===== src/sv/fat12s_pkg.sv =====
`default_nettype none
package fat12s_pkg;

    localparam int FAT_BYTES      = 6144;
    localparam int CLUSTER_BYTES  = 512;
    localparam int MAX_SEGMENTS   = 64;
    localparam int SEG_LIMIT      = MAX_SEGMENTS * CLUSTER_BYTES;
    localparam int BANK_DEPTH     = FAT_BYTES / 2;
    localparam int BANK_AW        = $clog2(BANK_DEPTH);
    localparam int OFF_W          = BANK_AW + 1;
    localparam int CMD_FIFO_DEPTH = 4;

    localparam logic [11:0] CHAIN_END     = 12'hFF8;
    localparam logic [31:0] DATA_BASE_RST = 32'd16896;

    localparam logic REQ_LOAD = 1'b0;
    localparam logic REQ_READ = 1'b1;

    typedef enum logic [1:0] {
        STAT_SEG       = 2'd0,
        STAT_REJECT    = 2'd1,
        STAT_TOOLONG   = 2'd2,
        STAT_CHAIN_END = 2'd3
    } status_t;

    typedef enum logic [1:0] {
        CMD_LOAD,
        CMD_READ,
        CMD_REJECT,
        CMD_TOOLONG
    } cmd_kind_t;

    typedef struct packed {
        cmd_kind_t   kind;
        logic [12:0] fat_idx;
        logic [7:0]  fat_byte;
        logic [11:0] cluster;
        logic [20:0] position;
        logic [15:0] length;
    } cmd_t;

    typedef enum logic [1:0] {
        WS_IDLE,
        WS_STEP,
        WS_LOOK,
        WS_EMIT
    } walk_state_t;

endpackage
`default_nettype wire


===== src/sv/fat12s_front.sv =====
`default_nettype none
module fat12s_front (
    input  wire logic          clk,
    input  wire logic          rst_n,
    input  wire logic          s_axis_tvalid,
    output logic               s_axis_tready,
    input  wire logic [95:0]   s_axis_tdata,
    input  wire logic          s_axis_tuser,
    output logic               push,
    output fat12s_pkg::cmd_t   push_data,
    input  wire logic          fifo_full
);

    logic             cmd_valid_reg;
    logic             cmd_valid_next;
    fat12s_pkg::cmd_t cmd_reg;
    fat12s_pkg::cmd_t cmd_next;

    logic [12:0] fat_idx;
    logic [7:0]  fat_byte;
    logic [11:0] first_cluster;
    logic [20:0] position;
    logic [20:0] length;
    logic [20:0] file_size;
    logic [21:0] end_pos;
    logic [21:0] span;
    logic        bad_req;
    logic        too_long;
    logic        accept;
    logic        keep;

    assign fat_idx       = s_axis_tdata[12:0];
    assign fat_byte      = s_axis_tdata[20:13];
    assign first_cluster = s_axis_tdata[32:21];
    assign position      = s_axis_tdata[53:33];
    assign length        = s_axis_tdata[74:54];
    assign file_size     = s_axis_tdata[95:75];

    assign end_pos  = {1'b0, position} + {1'b0, length};
    assign bad_req  = (length == 21'd0) || (end_pos > {1'b0, file_size});
    // segment count exceeds the limit iff in-cluster offset plus length passes the limit
    assign span     = {13'd0, position[8:0]} + {1'b0, length};
    assign too_long = span > 22'(fat12s_pkg::SEG_LIMIT);

    assign push          = cmd_valid_reg && !fifo_full;
    assign push_data     = cmd_reg;
    assign s_axis_tready = !cmd_valid_reg || !fifo_full;
    assign accept        = s_axis_tvalid && s_axis_tready;

    always_comb
    begin
        cmd_next          = cmd_reg;
        cmd_next.fat_idx  = fat_idx;
        cmd_next.fat_byte = fat_byte;
        cmd_next.cluster  = first_cluster;
        cmd_next.position = position;
        cmd_next.length   = length[15:0];
        keep              = 1'b1;
        if (s_axis_tuser == fat12s_pkg::REQ_LOAD)
        begin
            cmd_next.kind = fat12s_pkg::CMD_LOAD;
            keep          = {1'b0, fat_idx} < 14'(fat12s_pkg::FAT_BYTES);
        end
        else if (bad_req)
        begin
            cmd_next.kind = fat12s_pkg::CMD_REJECT;
        end
        else if (too_long)
        begin
            cmd_next.kind = fat12s_pkg::CMD_TOOLONG;
        end
        else
        begin
            cmd_next.kind = fat12s_pkg::CMD_READ;
        end
    end

    always_comb
    begin
        cmd_valid_next = cmd_valid_reg;
        if (push)
        begin
            cmd_valid_next = 1'b0;
        end
        if (accept)
        begin
            cmd_valid_next = keep;
        end
    end

    always_ff @(posedge clk or negedge rst_n)
    begin
        if (!rst_n)
        begin
            cmd_valid_reg <= 1'b0;
        end
        else
        begin
            cmd_valid_reg <= cmd_valid_next;
        end
    end

    always_ff @(posedge clk)
    begin
        if (accept)
        begin
            cmd_reg <= cmd_next;
        end
    end

endmodule
`default_nettype wire


===== config.mk =====
export PLATFORM = sky130hd
export DESIGN_NAME = fat12s_front
export DESIGN_NICKNAME = d
export VERILOG_FILES = /design/src/sv/fat12s_pkg.sv /design/src/sv/fat12s_front.sv
export SDC_FILE = /design/constraint.sdc
export NUM_CORES = 1
export LEC_CHECK = 0
export BUFFER_PORTS_ARGS = -buffer_cell sky130_fd_sc_hd__buf_2
export CORE_MARGIN = 2
export CORE_UTILIZATION = 45
export DETAILED_ROUTE_END_ITERATION = 8
export PLACE_DENSITY = 0.76
export SYNTH_ARGS = -nofsm -noshare
export SYNTH_HDL_FRONTEND = slang
export SYNTH_SLANG_ARGS = --single-unit

===== constraint.sdc =====
create_clock -name clk -period 3.6 [get_ports clk]
set_input_delay 0.72 -clock clk [delete_from_list [all_inputs] [get_ports clk]]
set_output_delay 0.72 -clock clk [all_outputs]
set_load 0.01 [all_outputs]

==> impl_metrics.json, run 1 <==
{
  "hold_viol": 0,
  "grt_max_degree": 53,
  "tightestPinTransition_ns": 0.519,
  "dr.pass1.iters": 6,
  "arrival_ns": 4.21,
  "synth_flop_cell": "edfxtp_1",
  "p_leak_uw": 0.00269,
  "wl_mm": 11.0,
  "grt-ovfl-total": 0,
  "ant_nets": 0,
  "hp-class": "in2async",
  "power_density_nw_per_um2": 390,
  "rows": 34,
  "diodes": 0,
  "rsz0062_at_grt": "yes",
  "ys_types": 46,
  "async_flop_share_pct": 1.37,
  "post-route-period-util_pct": 115,
  "setup.worst_path.start_class": "input pin",
  "path_max_fanout": 4,
  "final_max_slew_viol_count": 0,
  "largest_register_ffs": 72,
  "finalPower_uw": 2260,
  "wl_per_cell_um": 16.2,
  "net-switching-power_uw": 647,
  "most-common-layout-cells": "172 x buf_2, 72 x edfxtp_1, 59 x buf_4",
  "dieWidth_um": 97.9,
  "grt_pass1_wl_mm": 16.8,
  "fill_cells": 668,
  "synth.yosys.seq_area_share_pct": 55.2,
  "antenna_found_initial": 0,
  "endpoint": "push_data[71]$_SDFFCE_PN0P_",
  "setup_viol": 2,
  "synth_edf_count": 72,
  "ctsLongestPathBuffers": 2,
  "die-area_um2": 9580,
  "io_pins": 175,
  "switching_share_pct": 28.6,
  "cts.clk_slew.worst_paths_ns": 0.08,
  "syn-cell-area_um2": 3960,
  "dr_total_vias": 3515,
  "maxCapViolCount": 0,
  "p_int_uw": 1610,
  "die_h_um": 97.9,
  "port-buffer-count": 174,
  "yosys_warnings": 0,
  "area_growth_pct": 46.0,
  "r2r_slack_ns": 1.95,
  "cts_root_buffer": "clkbuf_8",
  "violations": "setup timing",
  "status": "finished, violations left",
  "path_class": "in2reg",
  "ys_seq_elements": 73,
  "worstPathRequired_ns": 3.69,
  "post-dp-hpwl_mm": 8.94,
  "clkPwrFrac_pct": 25.8,
  "layout.cells.non_filler": 677,
  "drc": 0,
  "dp_cells": 659,
  "slew_headroom_pct": 65.4,
  "floorplan.initialDensity_pct": 45.9,
  "postLayoutCoreUtil_pct": 67.0,
  "grtUsageTotal_pct": 22.2,
  "reg2reg_from": "cmd_valid_reg$_DFFE_PN0P_",
  "synth_cells": 320,
  "nets": 708,
  "skew_ns": 0.0103,
  "coreArea_um2": 8640,
  "clk_latency_ns": 0.33,
  "h-tree-depth": 3,
  "timing.rr.end": "push_data[22]$_DFFE_PP_",
  "combPwrFrac_pct": 29.7,
  "dpl_worst_slack_ns": -0.915,
  "pwr-share-seq_pct": 44.5,
  "gp_congestion": 0.903,
  "final_common_cell": "buf_2",
  "setup_ws_ns": -0.527,
  "period_minus_slack_ns": 4.13,
  "clkSinkCount": 73,
  "synth_nets": 464,
  "cts_made_buffers": 9,
  "cts_tree": "yes",
  "worst-r2r-cell-count": 3,
  "grt_pass1_vias": 3356,
  "setup.worst_path.start": "s_axis_tdata[34]",
  "worst_setup_path_end_kind": "flip-flop",
  "setup_tns_ns": -0.943,
  "drive_gt1_share_pct": 48.7,
  "max_freq_mhz": 242,
  "drt_iter0_markers": 153,
  "vias_per_cell": 5.19,
  "cts_hold_buf": 0,
  "peakVddDrop_uv": 189,
  "syn_area_per_cell_um2": 12.4
}
metrics by stage:
step                      hold WS (ns)  cell area (um2)
after floorplan                  0.424             4040
after global placement           0.489             5490
after detailed placement         0.504             5490
after CTS                        0.143             5740
after global routing             0.129             5790
final                            0.151             5790
synthesized netlist by cell type (2+ instances only):
cell       instances  area share [%]
a2111oi_0          2            0.44
a211o_1            4            0.88
a211oi_1           3            0.57
a21o_1             9             1.7
a21oi_1           20             2.5
a221oi_1           2            0.44
a31oi_1            5            0.79
and2_1             3            0.47
and3_1             5            0.79
and4_1             3            0.66
edfxtp_1          72              55
ha_1              42              13
inv_1             27             2.6
nand2_1           17             1.6
nand3_1           10             1.3
nand4_1            4            0.63
nor2_1            13             1.2
nor2b_1            2            0.32
nor3_1             3            0.38
nor4_1             4            0.63
o211ai_1           3            0.57
o21a_1             2            0.38
o21ai_0           12             1.5
o21ai_1            2            0.25
o21bai_1           4            0.76
o31ai_1            2            0.38
o41a_1             2            0.57
or3_1              3            0.47
xnor2_1           16             3.5
xor2_1             8             1.8
worst max-delay path: stages:
cell and delay (ns):
buf_2 0.13, buf_6 0.12, fa_2 0.40, a21o_1 0.19
a221oi_2 0.28, or3_4 0.19, a21oi_4 0.07, xor2_1 0.17
ha_1 0.32, and4_1 0.24, a221oi_2 0.28, o31ai_1 0.12
a2111oi_2 0.34, o211ai_1 0.14, a41o_1 0.26, o31a_1 0.24
how the worst min path moves through the flow:
stage,cells past startpoint,start,end,slack [ns]
floorplan,0,rst_n,cmd_valid_reg$_DFFE_PN0P_,0.42
global placement,2,cmd_valid_reg$_DFFE_PN0P_,cmd_valid_reg$_DFFE_PN0P_,0.49
detailed placement,2,cmd_valid_reg$_DFFE_PN0P_,cmd_valid_reg$_DFFE_PN0P_,0.50
CTS,1,rst_n,cmd_valid_reg$_DFFE_PN0P_,0.14
global route,1,rst_n,cmd_valid_reg$_DFFE_PN0P_,0.13
finish,1,rst_n,cmd_valid_reg$_DFFE_PN0P_,0.15
repair_timing:
item	CTS	global route
endpoints found under the setup margin	2	2
pin swaps	13	6
cloned	0	0
buffers inserted	1	1
gates resized for setup	13	7
area by class of cell:
class,instances,area [um2],share of cell area (%)
inverters,27,101,1.75
well taps,108,135,2.34
clock inverters,4,27.5,0.476
repair buffers,235,1360,23.5
multi-input cells,218,1820,31.4
flip-flops and latches,73,2190,37.8
clock buffers,12,155,2.68
layer usage:
metal  share of wire, %  vias to the layer above  GRT usage, %
li1                   -                     1716             -
met1                 42                     1622          29.0
met4                1.3                        0          5.77
met5                  0                        -             0
met3                6.9                       15          3.87
met2                 49                      162          38.3
kinds of logic (layout without fill, tap and decap cells):
kind of cell    count (synthesis)  count (layout)  share of synthesized area [%]
buf+inv                        29             278                           2.78
xor+xnor                       24              24                           5.30
mux                             1               1                          0.253
fa+ha+maj                      43              43                           13.8
simple gates                   70              70                           9.09
flops                          73              73                           55.2
compound gates                 80              80                           13.6
power by group through the flow:
stage	sequential, uW	combinational (uW)	clock, uW
6_report	1010	670	582
2_1_floorplan	1060	312	0
3_3_place_gp	1020	616	0
4_1_cts	1010	652	591
5_1_grt	1010	737	622
3_5_place_dp	1030	630	0
(Power assumes the default switching activity.)
==> run 2: changes to the inputs <==
SKIP_CTS_REPAIR_TIMING = 1   (was default)
==> run 2 against run 1 <==
  * The run still ends with setup timing left
  * Core utilization is 0.55 points higher
  * Design area is 0.82% higher
  * Setup slack worse by 0.042 ns
  * Worst hold slack gained 0.0017 ns
  * Die area unchanged
  * Via count down 0.74%
  * Clock-buffer cell count unchanged
  * Global-route usage shrank 0.20 points
  * Largest cell class unchanged
  * Register-to-register slack is essentially flat
==> impl_metrics.json, run 2 (synthesis results as in run 1) <==
{
  "status": "finished, violations left",
  "violations": "setup timing",
  "final_area_um2": 5830,
  "cts_root_buffer": "clkbuf_8",
  "skew_ns": 0.00927,
  "path_buf_inv": 1,
  "area_growth_pct": 47.2,
  "port-buffer-count": 174,
  "dr_total_vias": 3489,
  "most-common-layout-cells": "170 x buf_2, 72 x edfxtp_1, 58 x buf_4",
  "path_cells": "buf_6, ha_4, fa_2, a21o_1, a221oi_2, or3_4, a21oi_4, xor2_1, ha_1, and4_4, a221oi_4, o31ai_2, a2111oi_2, o211ai_1, a41o_1, o31a_1",
  "finalPower_uw": 2280,
  "grt-ovfl-total": 0,
  "grt_pass1_vias": 3361,
  "period_minus_slack_ns": 4.17,
  "setup_ws_ns": -0.569,
  "clkSinkCount": 73,
  "post-route-period-util_pct": 116,
  "worst_setup_path_end_kind": "flip-flop",
  "maxCapViolCount": 0,
  "rows": 34,
  "die_h_um": 97.9,
  "grt_pass1_wl_mm": 16.7,
  "peakVddDrop_uv": 200,
  "floorplan.initialDensity_pct": 45.9,
  "path_max_fanout": 4,
  "switching_share_pct": 28.9,
  "clkPwrFrac_pct": 25.5,
  "worstPathRequired_ns": 3.69,
  "combPwrFrac_pct": 30.3,
  "nets": 708,
  "path_class": "in2reg",
  "cts.clk_slew.worst_paths_ns": 0.08,
  "p_leak_uw": 0.00270,
  "hold_viol": 0,
  "wl_per_cell_um": 16.2,
  "dr.pass1.iters": 5,
  "gp_congestion": 0.903,
  "drt_iter0_markers": 173,
  "diodes": 0,
  "max_freq_mhz": 240,
  "cts_made_buffers": 9,
  "drc": 0,
  "slew_headroom_pct": 65.8,
  "cp_top_family": "compound AO/OA/AOI/OAI gates",
  "p_int_uw": 1620,
  "vias_per_cell": 5.15,
  "largest_register_ffs": 72,
  "drive_gt1_share_pct": 49.6,
  "pwr-share-seq_pct": 44.1,
  "cts_tree": "yes",
  "tightestPinTransition_ns": 0.514,
  "clk_latency_ns": 0.33,
  "post-dp-hpwl_mm": 8.94,
  "h-tree-depth": 3,
  "final_max_slew_viol_count": 0,
  "power_density_nw_per_um2": 391,
  "antenna_found_initial": 0,
  "postPlaceCellArea_um2": 5490,
  "r2r_slack_ns": 1.96,
  "wl_mm": 11.0,
  "grtUsageTotal_pct": 22.0,
  "rsz0062_at_grt": "yes",
  "io_pins": 175,
  "final_common_cell": "buf_2",
  "arrival_ns": 4.25,
  "hp-class": "in2async",
  "die-area_um2": 9580,
  "grt_max_degree": 53,
  "cp_slowest_cell": "fa_2",
  "setup.worst_path.start_class": "input pin",
  "coreArea_um2": 8640,
  "dieWidth_um": 97.9,
  "slowest_delay_ns": 0.35,
  "ctsLongestPathBuffers": 2,
  "setup_viol": 2,
  "net-switching-power_uw": 658,
  "ant_nets": 0
}
run 2: cell counts in the layout (fill, tap and decap cells not counted):
No cell type changed its count.
run 2: final cells by class:
type / count / area, um2
clock inverters: 4 / 27.5
multi-input cells: 218 / 1850
well taps: 108 / 135
clock buffers: 12 / 155
inverters: 27 / 101
fillers: 665 / 2800
repair buffers: 235 / 1380
flip-flops and latches: 73 / 2190
run 2: final timing paths:
| path | end | cells after the start | start |
|---|---|---|---|
| max in group asynchronous | cmd_valid_reg$_DFFE_PN0P_ | 1 | rst_n |
| min in group clk | cmd_valid_reg$_DFFE_PN0P_ | 2 | cmd_valid_reg$_DFFE_PN0P_ |
| max reg2reg | push_data[22]$_DFFE_PP_ | 3 | cmd_valid_reg$_DFFE_PN0P_ |
| min | cmd_valid_reg$_DFFE_PN0P_ | 1 | rst_n |
| min reg2reg | cmd_valid_reg$_DFFE_PN0P_ | 2 | cmd_valid_reg$_DFFE_PN0P_ |
| max | push_data[71]$_SDFFCE_PN0P_ | 16 | s_axis_tdata[54] |
run 2: worst register-to-register path, delay by kind of cell (launching register included):
family	cells	cell delay (ns)
and+or+nand+nor	2	0.58
DFF	1	0.38
buffers and inverters	1	0.34
run 2: per-layer routing:
| metal | GRT usage (%) | part of all wire [%] | routed length (um) |
|---|---|---|---|
| met1 | 29.0 | 43 | 4670 |
| met4 | 5.77 | 1.2 | 128 |
| met3 | 3.72 | 6.3 | 692 |
| met2 | 37.7 | 50 | 5480 |
| met5 | 0 | 0 | 0 |
run 2: power groups by stage:
stage / registers [uW] / clock network (uW) / logic, uW
after floorplan: 1060 / 0 / 312
after global placement: 1020 / 0 / 616
after detailed placement: 1030 / 0 / 630
after CTS: 1010 / 591 / 633
after global routing: 1010 / 622 / 758
final: 1010 / 582 / 691
run 2: through the flow:
stage / hold WS (ns) / worst slack (ns) / instances / util, % / TNS (ns)
3_5_place_dp: 0.504 / -0.915 / 659 / 63.6 / -1.60
5_1_grt: 0.132 / -0.698 / 677 / 67.6 / -1.22
6_report: 0.153 / -0.569 / 677 / 67.6 / -0.972
2_1_floorplan: 0.424 / -0.409 / 320 / - / -0.545
4_1_cts: 0.143 / -0.586 / 675 / 65.7 / -0.949
3_3_place_gp: 0.489 / -0.812 / 659 / 63.6 / -1.42
==> run 3: changes to the inputs <==
CTS_BUF_LIST = sky130_fd_sc_hd__clkbuf_8 sky130_fd_sc_hd__clkbuf_16   (was default)
==> run 3 against run 2 <==
  * The run still ends with setup timing left
  * Combinational power hardly changed
  * Critical path depth stayed put
  * Via count stayed put
  * Sequential power hardly changed
  * Highest routed layer unchanged
==> impl_metrics.json, run 3 (synthesis results as in run 1) <==
{
  "status": "finished, violations left",
  "violations": "setup timing",
  "diodes": 0,
  "setup_ws_ns": -0.569,
  "skew_ns": 0.00927,
  "slew_headroom_pct": 65.8,
  "grt_pass1_wl_mm": 16.7,
  "rsz0062_at_grt": "yes",
  "vias_per_cell": 5.15,
  "arrival_ns": 4.25,
  "final_max_slew_viol_count": 0,
  "coreArea_um2": 8640,
  "clk_latency_ns": 0.33,
  "timing.rr.end": "push_data[22]$_DFFE_PP_",
  "hp-class": "in2async",
  "largest_register_ffs": 72,
  "grt_pass1_vias": 3361,
  "grtUsageTotal_pct": 22.0,
  "hold_viol": 0,
  "ant_nets": 0,
  "most-common-layout-cells": "170 x buf_2, 72 x edfxtp_1, 58 x buf_4",
  "path_class": "in2reg",
  "setup_viol": 2,
  "max_freq_mhz": 240,
  "dr_total_vias": 3489,
  "post-route-period-util_pct": 116,
  "rows": 34,
  "worst_setup_path_end_kind": "flip-flop",
  "h-tree-depth": 3,
  "worst-r2r-cell-count": 3,
  "floorplan.initialDensity_pct": 45.9,
  "die_h_um": 97.9,
  "grt_max_degree": 53,
  "io_pins": 175,
  "power_density_nw_per_um2": 390,
  "wl_mm": 11.0,
  "area_growth_pct": 47.2,
  "wl_per_cell_um": 16.2,
  "post-dp-hpwl_mm": 8.94,
  "cts_tree": "yes",
  "reg2reg_from": "cmd_valid_reg$_DFFE_PN0P_",
  "worstPathRequired_ns": 3.69,
  "port-buffer-count": 174,
  "layout.cells.non_filler": 677,
  "dieWidth_um": 97.9,
  "cts_made_buffers": 9,
  "setup.worst_path.start_class": "input pin",
  "drc": 0,
  "top_usage_layer": "met2",
  "finalPower_uw": 2280,
  "final_common_cell": "buf_2",
  "drt_iter0_markers": 173,
  "maxCapViolCount": 0,
  "gr-usage-met3_pct": 3.72,
  "r2r_slack_ns": 1.96,
  "path_max_fanout": 4,
  "slowest_delay_ns": 0.35,
  "ctsLongestPathBuffers": 2,
  "cts_root_buffer": "clkbuf_8",
  "met2_usage_pct": 37.7,
  "grt-ovfl-total": 0,
  "antenna_found_initial": 0,
  "peakVddDrop_uv": 200,
  "cp_slowest_cell": "fa_2",
  "cts.clk_slew.worst_paths_ns": 0.08,
  "tightestPinTransition_ns": 0.514,
  "die-area_um2": 9580,
  "period_minus_slack_ns": 4.17,
  "dp_cells": 659,
  "clkSinkCount": 73,
  "dpl_worst_slack_ns": -0.915,
  "path_cells": "buf_6, ha_4, fa_2, a21o_1, a221oi_2, or3_4, a21oi_4, xor2_1, ha_1, and4_4, a221oi_4, o31ai_2, a2111oi_2, o211ai_1, a41o_1, o31a_1",
  "gp_congestion": 0.903,
  "nets": 708,
  "gr-usage-met1_pct": 29.0,
  "p_leak_uw": 0.00271,
  "dr.pass1.iters": 5,
  "drive_gt1_share_pct": 49.6
}
run 3: changes by cell type in the layout (fill, tap and decap cells not counted), sizes merged:
cell / delta
inv: +1
clkbuf: -1
run 3: worst max-delay path: cells and delay by family:
family | cells | cell delay [ns]
AND/OR/NAND/NOR | 2 | 0.37
adder cells (fa/ha/maj) | 3 | 0.86
AO/OA/AOI/OAI | 9 | 2.00
XOR/XNOR | 1 | 0.19
buffers and inverters | 1 | 0.10
run 3: worst max-delay path by stage:
stage | startpoint | end | slack (ns) | cells after the start
floorplan | s_axis_tdata[33] | push_data[71]$_SDFFCE_PN0P_ | -0.41 | 18
global placement | s_axis_tdata[40] | push_data[71]$_SDFFCE_PN0P_ | -0.81 | 16
detailed placement | s_axis_tdata[40] | push_data[71]$_SDFFCE_PN0P_ | -0.91 | 16
CTS | s_axis_tdata[40] | push_data[71]$_SDFFCE_PN0P_ | -0.59 | 16
global route | s_axis_tdata[55] | push_data[71]$_SDFFCE_PN0P_ | -0.70 | 16
finish | s_axis_tdata[54] | push_data[71]$_SDFFCE_PN0P_ | -0.57 | 16
run 3: power by group:
part / leakage [uW] / switching, uW / total (uW) / internal, uW
clock network: 0.000101 / 293 / 580 / 287
logic: 0.00191 / 354 / 692 / 338
registers: 0.000699 / 11.6 / 1010 / 994
total: 0.00271 / 658 / 2280 / 1620
run 3: stage by stage:
| step | util [%] | hold WS, ns | instance area (um2) | TNS (ns) |
|---|---|---|---|---|
| after detailed placement | 63.6 | 0.504 | 5490 | -1.60 |
| after floorplan | - | 0.424 | 4040 | -0.545 |
| after global routing | 67.6 | 0.132 | 5830 | -1.22 |
| after CTS | 65.7 | 0.143 | 5670 | -0.949 |
| after global placement | 63.6 | 0.489 | 5490 | -1.42 |
| final | 67.6 | 0.153 | 5830 | -0.972 |
run 3: metal layers:
metal | share of wire [%] | vias up | wire, um
met5 | 0 | - | 0
met4 | 1.2 | 0 | 128
met3 | 6.3 | 15 | 692
met2 | 50 | 158 | 5470
met1 | 43 | 1603 | 4670
li1 | - | 1713 | -
run 3: area by class of cell:
type	instances	area [um2]
multi-input combinational	218	1850
clock buffer	11	151
tap	108	135
sequential	73	2190
clock inverter	5	31.3
fill	665	2800
inverter	27	101
timing repair buffer	235	1380
